### src/blie_pkg.sv
`timescale 1ns / 1ps
// ----------------------------------------------------------------------------
// blie_pkg: shared types and constants for the bounded list insert engine
// Sizes, request and status codes, and the command passed from the front
// queue to the back end.
// ----------------------------------------------------------------------------
package blie_pkg;

    // List sizing
    localparam int CAPACITY = 8;
    localparam int IDX_W    = $clog2(CAPACITY);
    localparam int CNT_W    = $clog2(CAPACITY + 1);
    localparam int VAL_W    = 32;
    localparam int FILL_W   = 4;

    // Request kinds
    typedef enum logic [1:0] {
        REQ_APPEND  = 2'd0,
        REQ_PREPEND = 2'd1,
        REQ_SORTED  = 2'd2,
        REQ_READ    = 2'd3
    } req_t;

    // Result status codes
    typedef enum logic [1:0] {
        ST_OK    = 2'd0,
        ST_FULL  = 2'd1,
        ST_EMPTY = 2'd2
    } status_t;

    // Back end sequencer states
    typedef enum logic {
        BK_IDLE,
        BK_READ
    } back_state_t;

    // Classified command from the front queue
    typedef struct packed {
        req_t              req;
        logic              is_read;
        logic [VAL_W-1:0]  value;
    } cmd_t;

endpackage

### src/blie_front.sv
`timescale 1ns / 1ps
// ----------------------------------------------------------------------------
// blie_front: input acceptance and command queue
// Decodes each accepted item into a command and holds it in a two-entry
// queue so up to two items can wait while the back end is busy.
// ----------------------------------------------------------------------------
module blie_front (
    input  logic                        aclk,
    input  logic                        aresetn,
    input  logic                        in_valid,
    output logic                        in_ready,
    input  logic [1:0]                  in_req,
    input  logic [blie_pkg::VAL_W-1:0]  in_value,
    output logic                        cmd_valid,
    input  logic                        cmd_ready,
    output blie_pkg::cmd_t              cmd
);

    blie_pkg::cmd_t q_reg [2];
    logic           wr_ptr_reg, wr_ptr_next;
    logic           rd_ptr_reg, rd_ptr_next;
    logic [1:0]     cnt_reg, cnt_next;
    logic           push, pop;
    blie_pkg::cmd_t in_cmd;

    // Classify the request
    always_comb begin
        in_cmd.req     = blie_pkg::req_t'(in_req);
        in_cmd.is_read = (blie_pkg::req_t'(in_req) == blie_pkg::REQ_READ);
        in_cmd.value   = in_value;
    end

    assign in_ready  = (cnt_reg != 2'd2);
    assign cmd_valid = (cnt_reg != 2'd0);
    assign cmd       = q_reg[rd_ptr_reg];
    assign push      = in_valid & in_ready;
    assign pop       = cmd_valid & cmd_ready;

    // Pointer and occupancy update
    always_comb begin
        wr_ptr_next = push ? ~wr_ptr_reg : wr_ptr_reg;
        rd_ptr_next = pop  ? ~rd_ptr_reg : rd_ptr_reg;
        cnt_next    = cnt_reg;
        if (push && !pop) begin
            cnt_next = cnt_reg + 2'd1;
        end else if (pop && !push) begin
            cnt_next = cnt_reg - 2'd1;
        end
    end

    always_ff @(posedge aclk) begin
        if (!aresetn) begin
            wr_ptr_reg <= 1'b0;
            rd_ptr_reg <= 1'b0;
            cnt_reg    <= 2'd0;
        end else begin
            wr_ptr_reg <= wr_ptr_next;
            rd_ptr_reg <= rd_ptr_next;
            cnt_reg    <= cnt_next;
        end
    end

    // Queue storage
    always_ff @(posedge aclk) begin
        if (push) begin
            q_reg[wr_ptr_reg] <= in_cmd;
        end
    end

endmodule

### src/blie_back.sv
`timescale 1ns / 1ps
// ----------------------------------------------------------------------------
// blie_back: list storage and command execution
// Holds the entry cells and count. Inserts compare and shift all cells in parallel;
// read-out streams one entry per cycle through the output register while it is taken.
// ----------------------------------------------------------------------------
module blie_back (
    input  logic                         aclk,
    input  logic                         aresetn,
    input  logic                         cmd_valid,
    output logic                         cmd_ready,
    input  blie_pkg::cmd_t               cmd,
    output logic                         out_valid,
    input  logic                         out_ready,
    output blie_pkg::status_t            out_status,
    output logic [blie_pkg::VAL_W-1:0]   out_element,
    output logic [blie_pkg::FILL_W-1:0]  out_fill,
    output logic                         out_last
);

    logic [blie_pkg::VAL_W-1:0]  ent_reg [blie_pkg::CAPACITY];
    logic [blie_pkg::VAL_W-1:0]  ent_next [blie_pkg::CAPACITY];
    logic [blie_pkg::CNT_W-1:0]  count_reg, count_next;
    logic [blie_pkg::IDX_W-1:0]  rd_idx_reg, rd_idx_next;
    blie_pkg::back_state_t       state_reg, state_next;

    logic                        ov_reg, ov_next;
    blie_pkg::status_t           st_reg, st_next;
    logic [blie_pkg::VAL_W-1:0]  el_reg, el_next;
    logic [blie_pkg::FILL_W-1:0] fill_reg, fill_next;
    logic                        last_reg, last_next;

    logic                        slot_free;
    logic                        take;
    logic                        full;
    logic                        do_insert;
    logic [blie_pkg::CAPACITY-1:0] lt;
    logic [blie_pkg::CNT_W-1:0]  sort_pos;
    logic [blie_pkg::CNT_W-1:0]  pos;
    logic                        found;

    assign slot_free = !ov_reg || out_ready;
    assign cmd_ready = (state_reg == blie_pkg::BK_IDLE) && slot_free;
    assign take      = cmd_valid && cmd_ready;
    assign full      = (count_reg == blie_pkg::CNT_W'(blie_pkg::CAPACITY));
    assign do_insert = take && !cmd.is_read && !full;

    // Per-cell signed compare against the new value
    always_comb begin
        for (int i = 0; i < blie_pkg::CAPACITY; i++) begin
            lt[i] = ($signed(ent_reg[i]) < $signed(cmd.value));
        end
    end

    // First held entry that is not smaller than the value
    always_comb begin
        sort_pos = count_reg;
        found    = 1'b0;
        for (int i = 0; i < blie_pkg::CAPACITY; i++) begin
            if (!found && (blie_pkg::CNT_W'(i) < count_reg) && !lt[i]) begin
                sort_pos = blie_pkg::CNT_W'(i);
                found    = 1'b1;
            end
        end
    end

    // Insert position by request kind
    always_comb begin
        case (cmd.req)
            blie_pkg::REQ_APPEND:  pos = count_reg;
            blie_pkg::REQ_PREPEND: pos = '0;
            blie_pkg::REQ_SORTED:  pos = sort_pos;
            default:               pos = count_reg;
        endcase
    end

    // Cell shift network: keep below pos, write at pos, shift up above
    always_comb begin
        for (int j = 0; j < blie_pkg::CAPACITY; j++) begin
            if (blie_pkg::CNT_W'(j) < pos) begin
                ent_next[j] = ent_reg[j];
            end else if (blie_pkg::CNT_W'(j) == pos) begin
                ent_next[j] = cmd.value;
            end else begin
                ent_next[j] = ent_reg[(j > 0) ? j - 1 : 0];
            end
        end
    end

    // Sequencer and output register loading
    always_comb begin
        state_next  = state_reg;
        count_next  = count_reg;
        rd_idx_next = rd_idx_reg;
        ov_next     = ov_reg && !out_ready;
        st_next     = st_reg;
        el_next     = el_reg;
        fill_next   = fill_reg;
        last_next   = last_reg;
        case (state_reg)
            blie_pkg::BK_IDLE: begin
                if (take) begin
                    if (cmd.is_read) begin
                        if (count_reg == '0) begin
                            ov_next   = 1'b1;
                            st_next   = blie_pkg::ST_EMPTY;
                            el_next   = '0;
                            fill_next = '0;
                            last_next = 1'b1;
                        end else begin
                            rd_idx_next = '0;
                            state_next  = blie_pkg::BK_READ;
                        end
                    end else if (full) begin
                        ov_next   = 1'b1;
                        st_next   = blie_pkg::ST_FULL;
                        el_next   = '0;
                        fill_next = blie_pkg::FILL_W'(count_reg);
                        last_next = 1'b1;
                    end else begin
                        count_next = count_reg + 1'b1;
                        ov_next    = 1'b1;
                        st_next    = blie_pkg::ST_OK;
                        el_next    = '0;
                        fill_next  = blie_pkg::FILL_W'(count_reg + 1'b1);
                        last_next  = 1'b1;
                    end
                end
            end
            blie_pkg::BK_READ: begin
                if (slot_free) begin
                    ov_next     = 1'b1;
                    st_next     = blie_pkg::ST_OK;
                    el_next     = ent_reg[rd_idx_reg];
                    fill_next   = blie_pkg::FILL_W'(count_reg);
                    last_next   = (blie_pkg::CNT_W'(rd_idx_reg) + 1'b1 == count_reg);
                    rd_idx_next = rd_idx_reg + 1'b1;
                    if (blie_pkg::CNT_W'(rd_idx_reg) + 1'b1 == count_reg) begin
                        state_next = blie_pkg::BK_IDLE;
                    end
                end
            end
            default: begin
                state_next = blie_pkg::BK_IDLE;
            end
        endcase
    end

    // Control registers
    always_ff @(posedge aclk) begin
        if (!aresetn) begin
            state_reg  <= blie_pkg::BK_IDLE;
            count_reg  <= '0;
            rd_idx_reg <= '0;
            ov_reg     <= 1'b0;
        end else begin
            state_reg  <= state_next;
            count_reg  <= count_next;
            rd_idx_reg <= rd_idx_next;
            ov_reg     <= ov_next;
        end
    end

    // Payload registers
    always_ff @(posedge aclk) begin
        st_reg   <= st_next;
        el_reg   <= el_next;
        fill_reg <= fill_next;
        last_reg <= last_next;
        if (do_insert) begin
            for (int j = 0; j < blie_pkg::CAPACITY; j++) begin
                ent_reg[j] <= ent_next[j];
            end
        end
    end

    assign out_valid   = ov_reg;
    assign out_status  = st_reg;
    assign out_element = el_reg;
    assign out_fill    = fill_reg;
    assign out_last    = last_reg;

endmodule

### src/bounded_list_insert_engine_core.sv
`timescale 1ns / 1ps
// An insert result passes the front queue, then the back end output register.
// Read-out: one entry per cycle while the receiver takes them.
// One insert per cycle while results are taken; a read-out holds the back end
// until its last entry is loaded; the queue holds up to two items meanwhile.
// Reset: synchronous, active low; clears the count, queue and output valid.
// Entry cells are not cleared; only held positions are ever read.
// ----------------------------------------------------------------------------
// bounded_list_insert_engine_core: bounded sorted-insertion list
// Front queue feeding a parallel compare-and-shift list with streamed read-out.
// ----------------------------------------------------------------------------
module bounded_list_insert_engine_core (
    input  logic        aclk,
    input  logic        aresetn,
    input  logic        s_tvalid,
    output logic        s_tready,
    input  logic [31:0] s_tdata,   // [31:0] value
    input  logic [1:0]  s_tuser,   // [1:0] req_type
    output logic        m_tvalid,
    input  logic        m_tready,
    output logic [39:0] m_tdata,   // [31:0] element, [35:32] fill, [39:36] zero
    output logic [1:0]  m_tuser,   // [1:0] status
    output logic        m_tlast
);

    logic                          cmd_valid;
    logic                          cmd_ready;
    blie_pkg::cmd_t                cmd;
    blie_pkg::status_t             status;
    logic [blie_pkg::VAL_W-1:0]    element;
    logic [blie_pkg::FILL_W-1:0]   fill;

    // Front: accept and queue
    blie_front u_front (
        .aclk      (aclk),
        .aresetn   (aresetn),
        .in_valid  (s_tvalid),
        .in_ready  (s_tready),
        .in_req    (s_tuser),
        .in_value  (s_tdata),
        .cmd_valid (cmd_valid),
        .cmd_ready (cmd_ready),
        .cmd       (cmd)
    );

    // Back: list cells and result stream
    blie_back u_back (
        .aclk        (aclk),
        .aresetn     (aresetn),
        .cmd_valid   (cmd_valid),
        .cmd_ready   (cmd_ready),
        .cmd         (cmd),
        .out_valid   (m_tvalid),
        .out_ready   (m_tready),
        .out_status  (status),
        .out_element (element),
        .out_fill    (fill),
        .out_last    (m_tlast)
    );

    assign m_tdata = {4'd0, fill, element};
    assign m_tuser = status;

endmodule

### config.mk
export PLATFORM = sky130hd
export DESIGN_NAME = bounded_list_insert_engine_core
export DESIGN_NICKNAME = d
export VERILOG_FILES = /design/src/blie_pkg.sv /design/src/blie_front.sv /design/src/blie_back.sv /design/src/bounded_list_insert_engine_core.sv
export SDC_FILE = /design/constraint.sdc
export NUM_CORES = 1
export LEC_CHECK = 0
export BUFFER_PORTS_ARGS = -buffer_cell sky130_fd_sc_hd__buf_4
export CORE_ASPECT_RATIO = 2
export CORE_UTILIZATION = 60
export DETAILED_ROUTE_END_ITERATION = 6
export GPL_ROUTABILITY_DRIVEN = 0
export MAX_ROUTING_LAYER = met4
export PLACE_DENSITY = 0.89
export SYNTH_ARGS = -nofsm -noshare
export SYNTH_HDL_FRONTEND = slang
export SYNTH_SLANG_ARGS = --single-unit
### constraint.sdc
create_clock -name aclk -period 18.1 [get_ports aclk]
set_input_delay 3.62 -clock aclk [delete_from_list [all_inputs] [get_ports aclk]]
set_output_delay 3.62 -clock aclk [all_outputs]
set_load 0.01 [all_outputs]
== Word-level counts from Yosys, hierarchy flattened ==
Memory sizes are Yosys's and may differ from the RTL's. A register that Yosys moved wholly into a read port is not among the register bits.
Cells that the tools add are included.

* Register bits after elaboration: 52
* RAM bits: 326
* Bits of input ports: 38
* Output and inout bits: 45
* Logic and storage cells: 197
* Memories kept: 2

* Add/sub/neg operators: 5
* Magnitude comparators: 24
* Equal/unequal tests: 18
* Muxes and demuxes: 80
* Bitwise operators: 6
* Reductions and logical operators: 51

{| class="wikitable"
|+ Memory list
! memory !! depth !! bits a word !! rd ports !! clocked after memory_dff !! write ports !! RTL line !! text
|-
| u_back.ent_reg || 8 || 32 || 9 || 1 || 8 || blie_back.sv:21 || <nowiki>logic [blie_pkg::VAL_W-1:0] ent_reg [blie_pkg::CAPACITY];</nowiki>
|-
| u_front.q_reg || 2 || 35 || 1 || 1 || 1 || blie_front.sv:19 || <nowiki>blie_pkg::cmd_t q_reg [2];</nowiki>
|}

{| class="wikitable"
|+ Operators by type and width
! cell !! count
|-
| 2-to-1 mux 32 bit || 20
|-
| less-than comparator 32 bit || 8
|-
| case mux 32 bit (2 select lines) || 1
|-
| 2-to-1 mux 4 bit || 13
|-
| less-than comparator 3 x 4 -> 1 bit (first input constant) || 8
|-
| 2-to-1 mux 1 bit || 27
|-
| logical AND 1 bit || 22
|-
| zero test 1 bit || 21
|-
| 2-to-1 mux 3 bit || 6
|-
| equality test 3 x 4 -> 1 bit (first input constant) || 4
|-
| less-than comparator 1 x 4 -> 1 bit (first input constant) || 4
|-
| less-than comparator 2 x 4 -> 1 bit (first input constant) || 4
|-
| case mux 4 bit (2 select lines) || 2
|-
| 2-to-1 mux 2 bit || 6
|-
| equality test 2 x 4 -> 1 bit (first input constant) || 2
|-
| zero test 4 bit || 2
|-
| inequality test 2 bit (second input constant) || 3
|-
| case mux 1 bit (2 select lines) || 3
|-
| case mux 3 bit (2 select lines) || 1
|-
| AND reduction 3 bit || 2
|-
| adder 3 x 1 -> 4 bit (second input constant) || 1
|-
| adder 4 x 1 -> 4 bit (second input constant) || 1
|-
| equality test 1 x 4 -> 1 bit (first input constant) || 1
|-
| equality test 2 bit (second input constant) || 2
|-
| other kinds (14) || 20
|}

== Longest topological paths before layout ==
An unclocked memory read counts as a cell.

* Word-level depth: 37
* Depth in mapped cells: 17

== Hierarchy ==
A second synthesis with hierarchy kept.

* Cell total of the unflattened synthesis: 1,668
* Area total of the unflattened synthesis: 23,470.0 µm²

{| class="wikitable"
|+ By module, submodules not included
! module !! times used !! cells an instance !! area an instance (µm²) !! sequential area each (µm²)
|-
| blie_back || 1 || 1,529 || 20,666.1 || 9,098.7
|-
| blie_front || 1 || 134 || 2,770.2 || 2,202.1
|-
| bounded_list_insert_engine_core || 1 || 5 || 33.8 || 0.0
|}

== Worst setup path before layout ==
OpenSTA, ideal clock, no wires.

* Path kind: input port to flip-flop
* From: input port m_tready
* To: register u_back.el_reg, in the netlist u_back.out_element[0] (enable)
* Setup time: 0.489 ns
* Arrival time: 6.732 ns
* Data required time: 17.611 ns
* Slack: 10.879 ns
* Stages: 4
* Path through: nor2b_1 > nor2_1 > o21ai_1 > o21ai_0

* Longest elaborated chain between the ends: 5

{| class="wikitable"
|+ Ends and longest elaborated chain
! item !! RTL line !! text
|-
| start: declaration || bounded_list_insert_engine_core.sv:20 || <nowiki>input logic m_tready,</nowiki>
|-
| logical OR 1 bit (*) || blie_back.sv:42 || <nowiki>assign slot_free = !ov_reg || out_ready;</nowiki>
|-
| logical AND 1 bit || blie_back.sv:43 || <nowiki>assign cmd_ready = (state_reg == blie_pkg::BK_IDLE) && slot_free;</nowiki>
|-
| logical AND 1 bit || blie_back.sv:44 || <nowiki>assign take = cmd_valid && cmd_ready;</nowiki>
|-
| inequality test 2 x 1 -> 1 bit (no source line) || n/a ||
|-
| AND reduction 3 bit (no source line) (*) || n/a ||
|-
| end signal: assignment || blie_back.sv:167 || <nowiki>el_reg <= el_next;</nowiki>
|-
| end: declaration || blie_back.sv:29 || <nowiki>logic [blie_pkg::VAL_W-1:0] el_reg, el_next;</nowiki>
|}

Every way passes the cells marked *; elsewhere a longest branch is shown, timed or not.
A chain may end at the register's enable or synchronous reset.

==> flow_metrics.py <==
metrics = {
    "outcome": {
        "status": "finished, violations left",
        "violations": "DRC",
    },
    "floorplan": {
        "die_height_um": 279,
        "die_w_um": 140,
        "core_area_um2": 37800,
        "initial_core_util": 0.608,
        "fp-row-count": 101,
        "io_pins": 83,
        "die_area_um2": 39100,
    },
    "sta": {
        "rsz0062_at_grt": "no",
        "setup_viol": 0,
        "hold_viol_final": 0,
        "maxSlewViolCount": 0,
        "fmax_mhz": 130,
        "tightest_slew_ns": 1.25,
        "worst_slack_ns": 10.42,
        "timing.final.crit_share": 0.424,
        "finalCriticalPeriod_ns": 7.68,
        "hold_slack_ns": 0.509,
        "slew_headroom": 0.161,
        "fin_skew_ns": 0.0130,
        "finalSetupTns_ns": 0,
    },
    "global_route": {
        "grt_max_degree": 53,
        "grt_pass1_wl_um": 105000,
        "antenna_found_initial": 0,
        "grt_usage": 0.386,
        "overflow": 0,
        "grt_pass1_vias": 17114,
    },
    "cts": {
        "ctsLongestPathBuffers": 3,
        "clk_latency_ns": 0.55,
        "post_cts_buffers": 0,
        "clockRootBuffer": "clkbuf_16",
        "cts_resized": 0,
        "cts_buffers": 35,
        "hold_buffers": 0,
        "htreeDepth": 2,
        "cts_tree": "done",
        "clk_pin_slew_worst_paths_ns": 0.07,
        "cts_sinks": 382,
    },
    "final_layout": {
        "area_delta_synth_final_pct": 10.3,
        "nets": 2013,
        "diodes": 0,
        "drive_gt1_frac": 0.261,
        "fin_cells": 2209,
        "largest_reg_flops": 256,
        "fin_area_um2": 25300,
    },
    "setup_path": {
        "cpMaxStageDelayCell": "a211oi_2",
        "slowest_delay_ns": 0.85,
        "cp_data_required_time_ns": 18.39,
        "worstSetupPathType": "reg -> reg",
        "crit_buf_inv": 3,
        "critPathCaptureType": "register",
        "reg2reg_depth": 16,
        "path_cells": "buf_4 -> mux2_2 -> inv_1 -> ha_1 -> a21oi_1 -> o211ai_1 -> a31oi_1 -> o221ai_1 -> a31oi_1 -> mux2i_1 -> o21ai_1 -> nor2_1 -> a211oi_2 -> nand4_1 -> buf_4 -> mux2_1",
        "crit_family": "compound AO/OA/AOI/OAI gates",
        "rr_endpoint": "u_back.ent_reg[2][13]$_DFFE_PP_",
        "setup.worst_path.start_class": "register",
        "cp.arrival_ns": 7.97,
        "rrSetupSlack_ns": 10.42,
        "cp_max_fo": 24,
    },
    "route": {
        "drc": 7,
        "first_pass_iters": 7,
        "totalWireLength_um": 71600,
        "drt-initial-drc-count": 1659,
        "via_count": 16343,
        "ant_nets": 0,
        "wl_per_cell_um": 32.4,
        "avgViaCountPerCell": 7.40,
    },
    "power": {
        "comb_power_share": 0.435,
        "p_seq_frac": 0.375,
        "p_sw_w": 0.00176,
        "intPower_w": 0.00260,
        "cellPowerDensity_nw_per_um2": 172,
        "power_frac_clock": 0.190,
        "p_leak_nw": 9.42,
        "vdd_drop_max_mv": 0.103,
        "switching_share": 0.403,
    },
    "place": {
        "place_area_um2": 24100,
        "dp.cells": 2148,
        "hpwl_um": 47900,
        "dp_slack_ns": 11.26,
        "port_buffers": 78,
    },
    "logic_synthesis": {
        "netlist.area_leader.share": 0.477,
        "synth-edff-count": 365,
        "syn_avg_cell_area_um2": 14.0,
        "synthesis.instances": 1641,
        "synthTopCellsByCount": "365 x edfxtp_1, 253 x ha_1, 212 x mux2_2",
        "ys.flop_type": "edfxtp_1",
        "ys_types": 73,
        "synth.most_common_cell": "edfxtp_1",
        "synth_area_leaders": "edfxtp_1 48%, ha_1 14%, mux2_2 10%",
        "yosys_register_bits": 382,
        "ys_seq_area_frac": 0.492,
        "yosysWarnings": 0,
        "synthesis.area_um2": 23000,
        "synthArstFlopShare": 0,
        "synth_top_cell_by_area": "edfxtp_1",
    },
    "hold_path": {
        "hold_path_class": "reg -> reg",
        "hold_path_end": "u_front.rd_ptr_reg$_SDFFE_PN0P_",
        "hp-start": "u_front.rd_ptr_reg$_SDFFE_PN0P_",
        "min_path_cells": 2,
    },
    "run": {
        "drv_cap": 0,
    },
}
==> tightest hold or removal path, stage by stage, from the launching register on <==
cell and delay, ns:
dfxtp_1 0.32, xor2_1 0.08, nor2_1 0.08
==> cell families (layout without fill, tap and decap cells) <==
| logic type | after synthesis | after routing | share of synthesized area |
|---|---|---|---|
| DFF | 382 | 382 | 0.492 |
| muxes | 363 | 363 | 0.208 |
| AOI/OAI and AO/OA | 266 | 266 | 0.0753 |
| and+or+nand+nor | 262 | 262 | 0.0623 |
| adders and majority gates | 253 | 253 | 0.138 |
| buffers and inverters | 104 | 206 | 0.0211 |
| xor gates and xnor gates | 10 | 10 | 0.00381 |
| other | 1 | 4 | 0.000163 |
==> stage by stage <==
stage	utilization	total power, W
5_1_grt	0.671	0.00453
3_3_place_gp	0.638	0.00334
4_1_cts	0.671	0.00427
3_5_place_dp	0.638	0.00343
2_1_floorplan	-	0.00270
6_report	0.671	0.00436
==> cells in the final DEF, fill, tap and decap left out, types with 5 or more instances in the layout <==
master / synthesis / final
mux2i_1: 38 / 38
a211oi_1: 12 / 12
mux2_1: 48 / 48
a21o_1: 34 / 34
dfxtp_1: 17 / 13
mux4_2: 64 / 64
nor3_1: 14 / 13
nand2_1: 54 / 54
xor2_1: 5 / 5
o2111ai_1: 8 / 8
and2_1: 6 / 6
inv_1: 46 / 46
a31oi_1: 10 / 10
nand4_1: 38 / 38
o21ai_0: 46 / 44
o211ai_1: 13 / 13
nand2b_1: 8 / 8
o21a_1: 13 / 13
nand3_1: 14 / 14
nor2_1: 53 / 50
edfxtp_1: 365 / 365
mux2_2: 212 / 212
nor4_1: 7 / 7
clkbuf_16: 0 / 37
xnor2_1: 5 / 5
a21oi_1: 86 / 84
clkbuf_1: 21 / 6
bufinv_16: 0 / 8
ha_1: 253 / 253
buf_4: 7 / 98
nor2b_1: 40 / 40
==> power groups by stage <==
stage / combinational [W] / clock, W / sequential, W
global placement: 0.00172 / 0 / 0.00162
detailed placement: 0.00180 / 0 / 0.00163
CTS: 0.00182 / 0.000831 / 0.00161
floorplan: 0.00116 / 0 / 0.00154
global route: 0.00203 / 0.000858 / 0.00164
finish: 0.00190 / 0.000830 / 0.00163
==> worst max-delay path by stage <==
stage	startpoint	end	slack, ns	cells past startpoint
floorplan	m_tready	u_back.out_element[0]$_SDFFCE_PN0P_	10.88	4
detailed placement	register	u_back.ent_reg[2][13]$_DFFE_PP_	11.26	15
CTS	register	u_back.ent_reg[2][13]$_DFFE_PP_	11.21	15
global placement	register	u_back.ent_reg[2][13]$_DFFE_PP_	11.53	15
global route	register	u_back.ent_reg[2][13]$_DFFE_PP_	10.45	16
finish	register	u_back.ent_reg[2][13]$_DFFE_PP_	10.42	16
==> routing by layer <==
| layer | global-route usage | vias up | part of all wire |
|---|---|---|---|
| li1 | - | 6699 | - |
| met5 | - | - | 0 |
| met4 | 0.347 | 0 | 0.11 |
| met1 | 0.378 | 7919 | 0.30 |
| met2 | 0.645 | 1178 | 0.50 |
| met3 | 0.0753 | 547 | 0.087 |
==> layout make-up <==
class | count | area, um2
Tap cell | 463 | 579
Fill cell | 2456 | 12400
Clock buffer | 43 | 948
Timing Repair Buffer | 98 | 736
Inverter | 47 | 176
Clock inverter | 18 | 299
Multi-Input combinational cell | 1158 | 11300
Sequential cell | 382 | 11300
Power figures use the tool's default switching activity.
